## src/rtl/weight_normalize_threshold_macros.svh

```systemverilog
// Assertion macros shared by the weight normalize and threshold block.
`ifndef WEIGHT_NORMALIZE_THRESHOLD_MACROS_SVH
`define WEIGHT_NORMALIZE_THRESHOLD_MACROS_SVH
`ifndef SYNTHESIS
`define WNT_ASSERT(lbl, clk, rst_n, prop) \
	lbl: assert property (@(posedge clk) disable iff (!rst_n) (prop)) \
		else $error("wnt check failed");
`define WNT_ASSERT_IMP(lbl, clk, rst_n, ante, cons) \
	lbl: assert property (@(posedge clk) disable iff (!rst_n) (ante) |-> (cons)) \
		else $error("wnt implication failed");
`define WNT_ASSERT_NEXT(lbl, clk, rst_n, ante, cons) \
	lbl: assert property (@(posedge clk) disable iff (!rst_n) (ante) |=> (cons)) \
		else $error("wnt sequence failed");
`else
`define WNT_ASSERT(lbl, clk, rst_n, prop)
`define WNT_ASSERT_IMP(lbl, clk, rst_n, ante, cons)
`define WNT_ASSERT_NEXT(lbl, clk, rst_n, ante, cons)
`endif
`endif

```

## src/rtl/wnt_pkg.sv

```systemverilog
// Types and codes for the weight normalize and threshold block.
package wnt_pkg;

	localparam int CFG_IDX_BITS = 3;

	localparam logic [CFG_IDX_BITS-1:0] REG_NORMALIZE_ENABLE = 3'd0;
	localparam logic [CFG_IDX_BITS-1:0] REG_ADD_ENABLE       = 3'd1;
	localparam logic [CFG_IDX_BITS-1:0] REG_ADD_THRESHOLD    = 3'd2;
	localparam logic [CFG_IDX_BITS-1:0] REG_REMOVE_ENABLE    = 3'd3;
	localparam logic [CFG_IDX_BITS-1:0] REG_REMOVE_THRESHOLD = 3'd4;

	localparam logic [1:0] OP_SCAN_START = 2'd0;
	localparam logic [1:0] OP_SCAN       = 2'd1;
	localparam logic [1:0] OP_APPLY      = 2'd2;

	localparam logic [1:0] ACT_NONE   = 2'd0;
	localparam logic [1:0] ACT_UPDATE = 2'd1;
	localparam logic [1:0] ACT_REMOVE = 2'd2;
	localparam logic [1:0] ACT_ADD    = 2'd3;

	typedef enum logic [1:0] {
		ST_IDLE,
		ST_PREP,
		ST_DIV,
		ST_DONE
	} wnt_state_t;

	typedef struct packed {
		logic accept;
		logic prep;
		logic step;
		logic finish;
	} wnt_cmd_t;

	typedef struct packed {
		logic div_needed;
		logic out_free;
	} wnt_stat_t;

endpackage

```

## src/rtl/weight_normalize_threshold.sv

```systemverilog
// Scan, scan-start and unused-opcode items: one per cycle while no apply item is in progress, no result.
// Apply item: after accept the controller runs setup (ST_PREP), then the restoring divider (ST_DIV,
// one quotient bit per cycle) when normalizing needs it, then ST_DONE, where the result loads and out_valid rises.
// Input stalls from accept until the result loads, also while a waiting result is stalled:
// a new item is taken only once the last apply item is through.
// Reset clears configuration, min and max to zero and empties the output register.
module weight_normalize_threshold
	import wnt_pkg::*;
#(
	parameter int FRAC_BITS   = 16,
	parameter int WEIGHT_BITS = 24,
	parameter int INDEX_BITS  = 16
) (
	input  logic                          clk,
	input  logic                          arst_n,
	input  logic                          in_valid,
	output logic                          in_stall,
	input  logic [1:0]                    opcode,
	input  logic signed [WEIGHT_BITS-1:0] weight_in,
	input  logic                          in_group,
	input  logic [INDEX_BITS-1:0]         vertex_index,
	output logic                          out_valid,
	input  logic                          out_stall,
	output logic [1:0]                    action,
	output logic [FRAC_BITS:0]            weight_out,
	output logic [INDEX_BITS-1:0]         vertex_out,
	input  logic                          cfg_valid,
	output logic                          cfg_ready,
	input  logic [CFG_IDX_BITS-1:0]       cfg_index,
	input  logic [FRAC_BITS:0]            cfg_data
);

	logic              normalize_enable_q, add_enable_q, remove_enable_q;
	logic [FRAC_BITS:0] add_threshold_q, remove_threshold_q;
	wnt_cmd_t          cmd;
	wnt_stat_t         stat;

	assign cfg_ready = 1'b1;

	always_ff @(posedge clk or negedge arst_n) begin
		if (!arst_n) begin
			normalize_enable_q <= 1'b0;
			add_enable_q       <= 1'b0;
			add_threshold_q    <= '0;
			remove_enable_q    <= 1'b0;
			remove_threshold_q <= '0;
		end else if (cfg_valid && cfg_ready) begin
			case (cfg_index)
				REG_NORMALIZE_ENABLE: normalize_enable_q <= cfg_data[0];
				REG_ADD_ENABLE:       add_enable_q       <= cfg_data[0];
				REG_ADD_THRESHOLD:    add_threshold_q    <= cfg_data;
				REG_REMOVE_ENABLE:    remove_enable_q    <= cfg_data[0];
				REG_REMOVE_THRESHOLD: remove_threshold_q <= cfg_data;
				default: begin
				end
			endcase
		end
	end

	wnt_ctrl #(
		.FRAC_BITS(FRAC_BITS)
	) u_ctrl (
		.clk     (clk),
		.arst_n  (arst_n),
		.in_valid(in_valid),
		.opcode  (opcode),
		.in_stall(in_stall),
		.stat    (stat),
		.cmd     (cmd)
	);

	wnt_dp #(
		.FRAC_BITS  (FRAC_BITS),
		.WEIGHT_BITS(WEIGHT_BITS),
		.INDEX_BITS (INDEX_BITS)
	) u_dp (
		.clk             (clk),
		.arst_n          (arst_n),
		.cmd             (cmd),
		.stat            (stat),
		.opcode          (opcode),
		.weight_in       (weight_in),
		.in_group        (in_group),
		.vertex_index    (vertex_index),
		.normalize_enable(normalize_enable_q),
		.add_enable      (add_enable_q),
		.add_threshold   (add_threshold_q),
		.remove_enable   (remove_enable_q),
		.remove_threshold(remove_threshold_q),
		.out_valid       (out_valid),
		.out_stall       (out_stall),
		.action          (action),
		.weight_out      (weight_out),
		.vertex_out      (vertex_out)
	);

endmodule

```

## src/rtl/wnt_ctrl.sv

```systemverilog
// Controller: sequences accept, setup, divider steps and result load.
`include "weight_normalize_threshold_macros.svh"
module wnt_ctrl
	import wnt_pkg::*;
#(
	parameter int FRAC_BITS = 16
) (
	input  logic       clk,
	input  logic       arst_n,
	input  logic       in_valid,
	input  logic [1:0] opcode,
	output logic       in_stall,
	input  wnt_stat_t  stat,
	output wnt_cmd_t   cmd
);

	localparam int CNT_W = $clog2(FRAC_BITS);

	wnt_state_t state_q, state_d;
	logic [CNT_W-1:0] cnt_q;
	logic div_last;

	assign div_last = (cnt_q == CNT_W'(FRAC_BITS - 1));

	always_ff @(posedge clk or negedge arst_n) begin
		if (!arst_n) begin
			state_q <= ST_IDLE;
			cnt_q   <= '0;
		end else begin
			state_q <= state_d;
			if (cmd.prep) begin
				cnt_q <= '0;
			end else if (cmd.step) begin
				cnt_q <= cnt_q + CNT_W'(1);
			end
		end
	end

	always_comb begin
		state_d  = state_q;
		cmd      = '0;
		in_stall = 1'b1;
		case (state_q)
			ST_IDLE: begin
				in_stall   = 1'b0;
				cmd.accept = in_valid;
				if (in_valid && opcode == OP_APPLY) begin
					state_d = ST_PREP;
				end
			end
			ST_PREP: begin
				cmd.prep = 1'b1;
				state_d  = stat.div_needed ? ST_DIV : ST_DONE;
			end
			ST_DIV: begin
				cmd.step = 1'b1;
				if (div_last) begin
					state_d = ST_DONE;
				end
			end
			ST_DONE: begin
				if (stat.out_free) begin
					cmd.finish = 1'b1;
					state_d    = ST_IDLE;
				end
			end
			default: begin
				state_d = ST_IDLE;
			end
		endcase
	end

	`WNT_ASSERT_NEXT(a_apply_enters_prep, clk, arst_n, in_valid && !in_stall && opcode == OP_APPLY, state_q == ST_PREP)
	`WNT_ASSERT_NEXT(a_div_runs_full, clk, arst_n, state_q == ST_DIV && !div_last, state_q == ST_DIV)
	`WNT_ASSERT_NEXT(a_done_releases, clk, arst_n, state_q == ST_DONE && stat.out_free, state_q == ST_IDLE && !in_stall)

endmodule

```

## src/rtl/wnt_dp.sv

```systemverilog
// Datapath: min/max tracking, clamp, restoring divider, decision and output register.
`include "weight_normalize_threshold_macros.svh"
module wnt_dp
	import wnt_pkg::*;
#(
	parameter int FRAC_BITS   = 16,
	parameter int WEIGHT_BITS = 24,
	parameter int INDEX_BITS  = 16
) (
	input  logic                          clk,
	input  logic                          arst_n,
	input  wnt_cmd_t                      cmd,
	output wnt_stat_t                     stat,
	input  logic [1:0]                    opcode,
	input  logic signed [WEIGHT_BITS-1:0] weight_in,
	input  logic                          in_group,
	input  logic [INDEX_BITS-1:0]         vertex_index,
	input  logic                          normalize_enable,
	input  logic                          add_enable,
	input  logic [FRAC_BITS:0]            add_threshold,
	input  logic                          remove_enable,
	input  logic [FRAC_BITS:0]            remove_threshold,
	output logic                          out_valid,
	input  logic                          out_stall,
	output logic [1:0]                    action,
	output logic [FRAC_BITS:0]            weight_out,
	output logic [INDEX_BITS-1:0]         vertex_out
);

	localparam int WB = WEIGHT_BITS;
	localparam int FB = FRAC_BITS;
	localparam int CW = (WB > FB + 2) ? WB : FB + 2;
	localparam logic [FB:0] ONE_W = (FB + 1)'(1) << FB;

	logic signed [WB-1:0] min_q, max_q, w_q;
	logic                 group_q;
	logic [INDEX_BITS-1:0] vtx_q;
	logic [WB-1:0]        rem_q, den_q;
	logic [FB:0]          wf_q;

	logic                 out_valid_q;
	logic [1:0]           action_q;
	logic [FB:0]          wf_out_q;
	logic [INDEX_BITS-1:0] vtx_out_q;

	logic signed [WB:0]   diff_range, diff_w;
	logic signed [CW-1:0] w_x, one_x;
	logic                 range_pos, use_norm;
	logic [FB:0]          wf_clamp, wf_pre;
	logic [WB:0]          shifted, sub;
	logic                 take_bit;
	logic [1:0]           act_d;

	assign diff_range = {max_q[WB-1], max_q} - {min_q[WB-1], min_q};
	assign diff_w     = {w_q[WB-1], w_q} - {min_q[WB-1], min_q};
	assign range_pos  = !diff_range[WB] && (diff_range != '0);
	assign use_norm   = normalize_enable && range_pos;

	assign w_x   = CW'(w_q);
	assign one_x = CW'(ONE_W);

	always_comb begin
		if (w_x < 0) begin
			wf_clamp = '0;
		end else if (w_x > one_x) begin
			wf_clamp = ONE_W;
		end else begin
			wf_clamp = w_x[FB:0];
		end
	end

	always_comb begin
		stat.out_free   = !out_valid_q || !out_stall;
		stat.div_needed = 1'b0;
		if (!use_norm) begin
			wf_pre = wf_clamp;
		end else if (w_q <= min_q) begin
			wf_pre = '0;
		end else if (w_q >= max_q) begin
			wf_pre = ONE_W;
		end else begin
			wf_pre          = '0;
			stat.div_needed = 1'b1;
		end
	end

	// one quotient bit per step; remainder stays below the divisor
	assign shifted  = {rem_q, 1'b0};
	assign take_bit = shifted >= {1'b0, den_q};
	assign sub      = shifted - {1'b0, den_q};

	always_comb begin
		if (group_q) begin
			act_d = (remove_enable && wf_q <= remove_threshold) ? ACT_REMOVE : ACT_UPDATE;
		end else begin
			act_d = (add_enable && wf_q >= add_threshold) ? ACT_ADD : ACT_NONE;
		end
	end

	always_ff @(posedge clk or negedge arst_n) begin
		if (!arst_n) begin
			min_q       <= '0;
			max_q       <= '0;
			out_valid_q <= 1'b0;
		end else begin
			if (cmd.accept) begin
				case (opcode)
					OP_SCAN_START: begin
						min_q <= weight_in;
						max_q <= weight_in;
					end
					OP_SCAN: begin
						if (weight_in < min_q) begin
							min_q <= weight_in;
						end
						if (weight_in > max_q) begin
							max_q <= weight_in;
						end
					end
					default: begin
					end
				endcase
			end
			if (cmd.finish) begin
				out_valid_q <= 1'b1;
			end else if (out_valid_q && !out_stall) begin
				out_valid_q <= 1'b0;
			end
		end
	end

	always_ff @(posedge clk) begin
		if (cmd.accept) begin
			w_q     <= weight_in;
			group_q <= in_group;
			vtx_q   <= vertex_index;
		end
		if (cmd.prep) begin
			wf_q  <= wf_pre;
			rem_q <= diff_w[WB-1:0];
			den_q <= diff_range[WB-1:0];
		end else if (cmd.step) begin
			rem_q <= take_bit ? sub[WB-1:0] : shifted[WB-1:0];
			wf_q  <= {wf_q[FB-1:0], take_bit};
		end
		if (cmd.finish) begin
			action_q  <= act_d;
			wf_out_q  <= wf_q;
			vtx_out_q <= vtx_q;
		end
	end

	assign out_valid  = out_valid_q;
	assign action     = action_q;
	assign weight_out = wf_out_q;
	assign vertex_out = vtx_out_q;

	`WNT_ASSERT_IMP(a_rem_below_den, clk, arst_n, cmd.step, rem_q < den_q)
	`WNT_ASSERT_IMP(a_weight_in_unit, clk, arst_n, out_valid_q, wf_out_q <= ONE_W)

endmodule

```

## config.mk

```make
export PLATFORM = sky130hd
export DESIGN_NAME = weight_normalize_threshold
export DESIGN_NICKNAME = d
export VERILOG_FILES = /design/src/rtl/wnt_pkg.sv /design/src/rtl/weight_normalize_threshold.sv /design/src/rtl/wnt_ctrl.sv /design/src/rtl/wnt_dp.sv
export VERILOG_INCLUDE_DIRS = /design/src /design/src/rtl
export SDC_FILE = /design/constraint.sdc
export NUM_CORES = 1
export LEC_CHECK = 0
export BUFFER_PORTS_ARGS = -buffer_cell sky130_fd_sc_hd__clkbuf_2
export CAP_MARGIN = 10
export CORE_MARGIN = 3
export CORE_UTILIZATION = 56
export DETAILED_ROUTE_END_ITERATION = 7
export GPL_ROUTABILITY_DRIVEN = 1
export GPL_TIMING_DRIVEN = 0
export HOLD_SLACK_MARGIN = 0.06
export PLACE_DENSITY_LB_ADDON = 0.25
export SLEW_MARGIN = 20
export SYNTH_ARGS = -nofsm -noshare
export SYNTH_HDL_FRONTEND = slang
export SYNTH_SLANG_ARGS = --single-unit
export TNS_END_PERCENT = 20
```

## constraint.sdc

```tcl
create_clock -name clk -period 4.37 [get_ports clk]
set_clock_uncertainty 0.2 [all_clocks]
set_input_delay 0.874 -clock clk [delete_from_list [all_inputs] [get_ports clk]]
set_output_delay 0.874 -clock clk [all_outputs]
set_load 0.02 [all_outputs]
```

==> results.toml <==
[clock_network]
clk_latency_ns = 0.55
cts_buffers = 24
clock-sinks = 233
htreeDepth = 1
cts_tree = "built"
path_clk_slew_ns = 0.06
clockRootBuffer = "clkbuf_16"
clock_tree.buffer_depth = 3

[detailed_routing]
first_pass_iters = 5
drtIter0Drc = 850
routed-via-count = 11300
ant_nets = 0
drc = 0
wl_per_cell_um = 19.7
viasPerCell = 5.99
wirelength_um = 37200

[timing]
min_period_ns = 4.31
tightest_slew_ns = 1.05
fmax_mhz = 232
hold_viol = 0
rsz0062_at_grt = "true"
post-route-period-util = 0.985
finalSetupViolations = 0
slew_headroom = 0.293
timing.setup.tns_ns = 0
slew_viol_final = 0

[die]
die_width_um = 168
dieArea_sq_um = 28300
core-area_sq_um = 25500
initial_utilization = 0.578
die_y_um = 168
ios = 106
fp-row-count = 58

[synthesis]
synth_warnings = 0
avgSynthCellArea_sq_um = 10.6
synth_ff_type = "edfxtp_1"
synth.area.top_cells = "edfxtp_1 29%, dfrtp_1 16%, ha_1 15%"
synth_nets = 1647
postSynthCellCount = 1394
ys_seq_area_frac = 0.443
synth-seq-cells = 233
synth-async-reset-ratio = 0.395
yosysTopAreaCellShare = 0.287
synth_edf_count = 141
synth_cell_types = 87
yosys.area.top_type = "edfxtp_1"
synthesis.area_sq_um = 14800

[worst_setup_path]
arrival_ns = 4.52
cp-end-kind = "flop"
crit_path_max_fanout = 5
cp.required_ns = 4.58
crit_path_start_kind = "flop"
path_class = "reg2reg"

[layout]
syn_to_final_growth_pct = 13.8
seqCellArea_sq_um = 6540
fillCellCount = 2005
multi_input_area_sq_um = 7680
diodes = 0
layout-drive-gt1-share = 0.166
fin_nets = 1790

[global_route]
grt_pass1_wl_um = 59100
grt_pass1_vias = 11000
antenna_found_initial = 0
grt.total_usage = 0.260
grt_max_degree = 77
grt_overflow = 0

[worst_hold_path]
min_path_type = "reg2reg"

[outcome]
outcome = "finished clean"

[run]
maxCapViolCount = 0

[placement]
dpl.hpwl_um = 28800
gp_congestion = 0.938
portBuffers = 104
[path summary, 6_finish.rpt]
kind / startpoint / to / slack [ns] / cells past startpoint
worst max-delay path: u_dp.max_q[0]$_DFFE_PN0P_ / u_dp.wf_q[13]$_DFFE_PP_ / 0.06 / 16
worst min-delay path: u_dp.vtx_q[3]$_DFFE_PP_ / u_dp.vertex_out[3]$_DFFE_PP_ / 0.22 / 0
worst max register to register: u_dp.max_q[0]$_DFFE_PN0P_ / u_dp.wf_q[13]$_DFFE_PP_ / 0.06 / 16
worst min register to register: u_dp.vtx_q[3]$_DFFE_PP_ / u_dp.vertex_out[3]$_DFFE_PP_ / 0.22 / 0
max in group asynchronous: arst_n / u_dp.max_q[20]$_DFFE_PN0P_ / 2.76 / 3
min in group asynchronous: arst_n / remove_enable_q$_DFFE_PN0P_ / 0.55 / 2
[cells by family after synthesis]
kind of cell,after synthesis,share of synthesized area
buffers and inverters,173,0.0465
AO/OA/AOI/OAI,357,0.159
flip-flops,233,0.443
adder cells (fa/ha/maj),185,0.158
AND/OR/NAND/NOR,324,0.111
multiplexers,66,0.0493
XOR/XNOR,55,0.0326
other,1,0.000254
[registers in the layout, summed over array words and instances, names as in the netlist, 2 cells and up]
name                count
add_threshold_q        17
remove_threshold_q     17
u_ctrl.cnt_q            4
u_ctrl.state_q          2
u_dp.action             2
u_dp.den_q             24
u_dp.max_q             24
u_dp.min_q             24
u_dp.rem_q             24
u_dp.vertex_out        16
u_dp.vtx_q             16
u_dp.w_q               24
u_dp.weight_out        17
u_dp.wf_q              17
[synthesized netlist by cell type, drive strengths merged (3+ instances only)]
master,number
o21a,15
xnor2,30
o2111ai,6
o22ai,4
a31o,8
inv,140
fa,3
mux2i,13
a22o,16
and3,9
or3,3
ha,182
clkbuf,23
nor4,10
a2111oi,6
a21oi,101
o211ai,7
o21ai,89
a31oi,12
nor3,15
nand4,25
nand3b,5
buf,10
nand2b,16
xor2,25
dfrtp,92
mux2,53
nand2,97
and4,6
nor2b,20
a41o,4
or2,3
a21o,44
a211o,3
nand3,30
o311ai,3
edfxtp,141
o41ai,3
a221oi,3
nor2,70
and2,3
a211oi,9
[worst max-delay path, stage by stage, from the launching register on]
cell and delay (ns):
dfrtp_1 0.40, inv_1 0.07, ha_2 0.18, fa_2 0.20
and2b_2 0.25, o2111ai_4 0.22, nand3b_1 0.12, xor2_1 0.18
nand4bb_1 0.22, or4b_4 0.57, nor4_4 0.19, nand3_1 0.14
or4_4 0.47, a2111oi_4 0.31, buf_6 0.19, clkbuf_16 0.15
a22o_1 0.12
[cell usage in the layout (no fill, tap or decap), types with 7 or more instances in the layout]
master	netlist	final
nand4_1	25	25
clkbuf_2	0	105
clkbuf_1	23	28
mux2i_1	13	13
nor2b_1	20	20
a31o_2	7	7
nand2_1	97	97
o21a_1	15	15
clkbuf_16	0	25
and3_1	8	8
xor2_1	25	25
a22o_1	16	16
xnor2_1	30	30
a211oi_1	8	8
mux2_2	53	53
edfxtp_1	141	141
nor2_1	68	68
nor4_1	9	8
o21ai_0	86	84
nor3_1	15	14
ha_1	182	179
a21oi_1	99	98
a31oi_1	12	10
a21o_1	44	44
inv_1	140	140
dfrtp_1	92	92
nand3_1	29	29
nand2b_1	16	15
[metal layers]
layer / track usage / vias to the layer above / routed length, um
met3: 0.0402 / 66 / 2440
met2: 0.407 / 376 / 16500
met4: 0.0658 / 0 / 1030
met1: 0.382 / 5429 / 17200
met5: 0 / - / 0
li1: - / 5428 / -
[cell type report]
type,instances,share of cell area
Multi-Input combinational cell,988,0.457
Sequential cell,233,0.389
Timing Repair Buffer,117,0.0433
Clock buffer,31,0.0379
Inverter,140,0.0313
Tap cell,330,0.0246
Buffer,33,0.00998
Clock inverter,13,0.00663
[per-stage QoR]
| step | cells | area [sq um] | worst slack [ns] | hold WS [ns] | utilization |
|---|---|---|---|---|---|
| 5_1_grt | 1885 | 16800 | -0.0952 | 0.224 | 0.658 |
| 3_5_place_dp | 1832 | 15800 | -0.525 | 0.205 | 0.619 |
| 6_report | 1885 | 16800 | 0.0637 | 0.217 | 0.658 |
| 3_3_place_gp | 1828 | 15700 | -1.09 | 0.201 | 0.614 |
| 2_1_floorplan | 1394 | 14800 | 0.219 | 0.200 | - |
| 4_1_cts | 1883 | 16700 | -0.127 | 0.219 | 0.653 |
[repair_timing]
item | CTS | global route
hold buffers | 1 | 0
gates resized for setup | 10 | 18
gates cloned | 0 | 1
endpoints found under the setup margin | 26 | 48
hold endpoints to repair | 16 | 0
setup buffers | 6 | 1
pin swaps | 8 | 9
Power is left out: the tool's default activity adds up to more than one toggle a clock period on the data nets, which glitch-free logic cannot reach.
